<file path="src/sv/lprl_pkg.sv">
package lprl_pkg;

  localparam logic CMD_WRITE  = 1'b0;
  localparam logic CMD_LOOKUP = 1'b1;

  localparam int CFG_W   = 9;
  localparam int ADDR_W  = 32;
  localparam int PORT_W  = 4;
  localparam int INDEX_W = 8;

  // controller -> datapath
  typedef struct packed {
    logic wr_entry;  // store the route fields of the accepted item
    logic lookup;    // latch destination and count, clear best match
    logic issue;     // read the table slot under the scan counter
  } ctrl_t;

  // datapath -> controller
  typedef struct packed {
    logic count_zero;  // no slots in use
    logic last;        // scan counter is on the final slot
  } stat_t;

endpackage

</file>
<file path="src/sv/lprl_ctrl.sv">
module lprl_ctrl (
  input  logic            clk,
  input  logic            rst,
  input  logic            start,
  input  logic            cmd,
  input  lprl_pkg::stat_t stat,
  output lprl_pkg::ctrl_t ctrl,
  output logic            busy,
  output logic            done
);

  localparam logic [1:0] S_IDLE  = 2'd0;
  localparam logic [1:0] S_SCAN  = 2'd1;
  localparam logic [1:0] S_DRAIN = 2'd2;

  logic [1:0] state;
  logic [1:0] state_next;
  logic       done_next;
  logic       accept;

  assign busy   = (state != S_IDLE);
  assign accept = start && !busy;

  always_comb begin
    state_next    = state;
    done_next     = 1'b0;
    ctrl.wr_entry = accept && (cmd == lprl_pkg::CMD_WRITE);
    ctrl.lookup   = accept && (cmd == lprl_pkg::CMD_LOOKUP);
    ctrl.issue    = 1'b0;
    unique case (state)
      S_IDLE: begin
        if (ctrl.lookup) begin
          if (stat.count_zero) begin
            done_next = 1'b1;
          end else begin
            state_next = S_SCAN;
          end
        end
      end
      S_SCAN: begin
        ctrl.issue = 1'b1;
        if (stat.last) begin
          state_next = S_DRAIN;
        end
      end
      S_DRAIN: begin
        // last read word is compared at the end of this cycle
        state_next = S_IDLE;
        done_next  = 1'b1;
      end
      default: begin
        state_next = S_IDLE;
      end
    endcase
  end

  always_ff @(posedge clk) begin
    if (rst) begin
      state <= S_IDLE;
      done  <= 1'b0;
    end else begin
      state <= state_next;
      done  <= done_next;
    end
  end

endmodule

</file>
<file path="config.mk">
export PLATFORM = sky130hd
export DESIGN_NAME = lprl_ctrl
export DESIGN_NICKNAME = d
export VERILOG_FILES = /design/src/sv/lprl_pkg.sv /design/src/sv/lprl_ctrl.sv
export SDC_FILE = /design/constraint.sdc
export NUM_CORES = 1
export LEC_CHECK = 0
export ABC_CLOCK_PERIOD_IN_PS = 1300
export BUFFER_PORTS_ARGS = -buffer_cell sky130_fd_sc_hd__buf_4
export CAP_MARGIN = 20
export CORE_AREA = 3 3 40 42
export CTS_CLUSTER_DIAMETER = 30
export DETAILED_ROUTE_END_ITERATION = 12
export DIE_AREA = 0 0 43 45
export SLEW_MARGIN = 15
export SYNTH_ARGS = -nofsm -noshare
export SYNTH_HDL_FRONTEND = slang
export SYNTH_SLANG_ARGS = --single-unit
</file>
<file path="constraint.sdc">
create_clock -name clk -period 1.3 [get_ports clk]
set_clock_uncertainty 0.05 [all_clocks]
set_input_delay 0.13 -clock clk [delete_from_list [all_inputs] [get_ports clk]]
set_output_delay 0.13 -clock clk [all_outputs]
set_load 0.005 [all_outputs]
</file>
==> summary.txt <==
Yosys
  • Synth top area share: 40.0%
  • Seq cells post-synth: 3
  • Synth unique cells: 12
  • Ys flop type: dfxtp_1
  • Most common cell in the netlist: dfxtp_1
  • Net count after synthesis: 20
  • Mapped Area: 150 um^2
  • Async SR Flop Fraction: 0%
  • Synthesized area per cell: 10.7 um^2
  • Ys Warns: 0
  • Number of enable flip-flop cells after synthesis: 0
  • Cell count after synthesis: 14
  • Top post-synthesis cells by area: dfxtp_1 (40%), nand4bb_2 (11%), or4b_1 (6.7%)
  • Sequential fraction of the synthesis area: 40.0%
  • Synth area leader: dfxtp_1

Detailed routing
  • 1st-iter DRT viols: 0
  • Vias: 159
  • DRT antenna net count: 0
  • DR DRC count: 0
  • Routed WL: 375 um
  • Pre-Repair DR Iteration Count: 1
  • Drt wl/cell: 8.33 um
  • Via density: 3.53

Power
  • Switching share of total power: 21.5%
  • Combinational Power Share: 15.3%
  • Seq pwr share: 31.2%
  • Internal: 0.241 mW
  • Total power draw: 0.307 mW
  • Clock Power Share: 53.5%
  • Leakage: 0.145 nW
  • Cell Pwr Density: 1030 nW/um^2
  • IR drop worst, VDD: 0.230 mV
  • Psw: 0.0661 mW

Timing
  • Pins Over Slew Limit: 0
  • Max Freq: 781 MHz
  • Worst slew pin tran: 201 ps
  • Period utilization: 98.5%
  • Tmin final: 1280 ps
  • Final hold vios: 0
  • RSZ-0062 raised after global routing: yes
  • Final setup fails: 0
  • Slew margin rel.: 86.5%

Worst setup path
  • Reg2Reg Setup Slack: 200 ps
  • Reg-to-reg startpoint: state[0]
  • Critical Path AT: 1100 ps
  • Crit-path max FO: 3
  • Data required, critical path: 1120 ps
  • CP Cell Sequence: or2_4, nor3b_2, buf_4
  • Critical Path End Type: output pin
  • Bufs and invs on worst path: 1
  • Worst path max stage delay: 330 ps
  • Slowest-stage cell, CP: dfxtp_4
  • CP Launch Type: flop
  • Top delay family on crit path: simple AND/OR/NAND/NOR gates
  • FF-to-FF End: state[0]
  • R2r worst-path depth: 3
  • Setup CP Type: flop to output pin

Final layout
  • Sequential Area: 65.1 um^2
  • Fraction of layout cells with a size suffix above 1: 70.0%
  • Final Cell Area: 298 um^2
  • Layout area overhead: 98.3%
  • Fillers: 144
  • Final Util: 23.2%
  • Antenna Cells: 0
  • Final Instance Count excl. Fillers: 45
  • Nets: 37
  • Multi-input logic area: 93.8 um^2

Clock tree
  • Post-CTS Hold Buffers: 0
  • CTS H-tree lvls: 1
  • Clock transition at path regs: 40 ps
  • Clk sink count: 3
  • Root Buffer: clkbuf_4
  • Worst-skew pair later-pin latency: 230 ps
  • CTS tree: built
  • CTS Buf Count: 3
  • Clock Path Buffers: 2

GRT
  • Met2 Usage GRT: 5.99%
  • Initial antenna violation count: 0
  • Busiest grt layer: met1
  • Global Route met3 Usage: 5.18%
  • Remaining Overflow, GRT: 0
  • GR Layer Usage met1: 6.49%
  • Largest net degree at the start of global routing: 7
  • First-pass GRT wire length: 724 um
  • GRT Util Overall: 5.74%
  • Vias in the first global route: 177

Flow run
  • Max-cap violations: 0

Min path
  • Hold Path Stages: 2
  • Hold Crit Endpoint: state[0]
  • Worst Hold Class: input pin to flop
  • Hold Crit Start: stat[1]

Floorplan
  • Vert. Die Dim: 45 um
  • Core outline area: 1280 um^2
  • Die W: 43 um
  • DIE AREA: 1940 um^2
  • I/O pin count: 11
  • Site row count: 13
  • Initial Util: 11.7%

Placement
  • Gpl congestion: 0.552
  • Number of port buffers: 10
  • Dpl cell area: 244 um^2
  • # placed instances: 39

Status
  • Outcome: finished clean
[layout by cell type, fill, tap and decap left out]
master     instances
inv_1              1
or4b_1             1
nor2_1             1
or3b_1             1
buf_4             12
clkbuf_4           3
dfxtp_2            1
nor3b_2            1
or2_4              1
clkbuf_1           1
o31ai_1            1
dfxtp_1            1
o2bb2ai_1          1
and2b_2            1
and3b_1            1
nand4bb_2          1
dfxtp_4            1
[sequential cells by signal (all words and copies together) (netlist names)]
| name | cells |
|---|---|
| done | 1 |
| state | 2 |
[layer usage]
| layer | routed length, um | up-vias |
|---|---|---|
| li1 | - | 85 |
| met4 | 0 | 0 |
| met5 | 0 | - |
| met2 | 143 | 11 |
| met3 | 50 | 0 |
| met1 | 181 | 63 |
[power groups by stage]
stage               Clock [mW]  Sequential (mW)  Combinational (mW)
floorplan                    0           0.0984              0.0138
global placement             0           0.0988              0.0401
detailed placement           0           0.0988              0.0405
CTS                      0.175           0.0973              0.0419
global route             0.189           0.0959              0.0529
finish                   0.164           0.0956              0.0471
[stage by stage]
step / setup WS [ps] / setup TNS, ps / hold WS [ps]
final: 19.1 / 0 / 38.0
after global routing: -67.8 / -67.8 / 33.9
after CTS: 14.0 / 0 / 35.5
after detailed placement: 250 / 0 / 289
after global placement: 242 / 0 / 282
after floorplan: 295 / 0 / 181
[area by class of cell]
| cell class | count | share of cell area [%] |
|---|---|---|
| inverter | 1 | 1.26 |
| multi-input combinational | 10 | 31.5 |
| timing repair buffer | 12 | 30.3 |
| clock buffer | 4 | 8.82 |
| tap | 15 | 6.30 |
| sequential | 3 | 21.8 |
[cells by family after synthesis]
| kind of cell | share of synthesized area, % |
|---|---|
| DFF | 40.0 |
| and+or+nand+nor | 46.7 |
| AOI/OAI and AO/OA | 10.8 |
| buffers and inverters | 2.50 |
[repair_timing]
item                                    4_1_cts  5_1_grt
gates resized for setup                       1        4
setup buffers                                 0        2
endpoints found under the setup margin        1        2
pin swaps                                     0        2
[worst max path at each step]
stage,startpoint,slack [ps],depth (start not counted),end
after floorplan,state[1],290,2,state[0]
after global placement,state[1],240,3,ctrl[2]
after detailed placement,state[1],250,3,ctrl[2]
after CTS,state[1],10,3,ctrl[2]
after global routing,state[0],-70,3,ctrl[2]
final,state[0],20,3,ctrl[2]
[worst reg2reg max path, cell delays in order (launching register included)]
cell	delay (ps)
dfxtp_4	330
buf_4	110
or4b_1	430
o31ai_1	80
(Power assumes the default switching activity.)
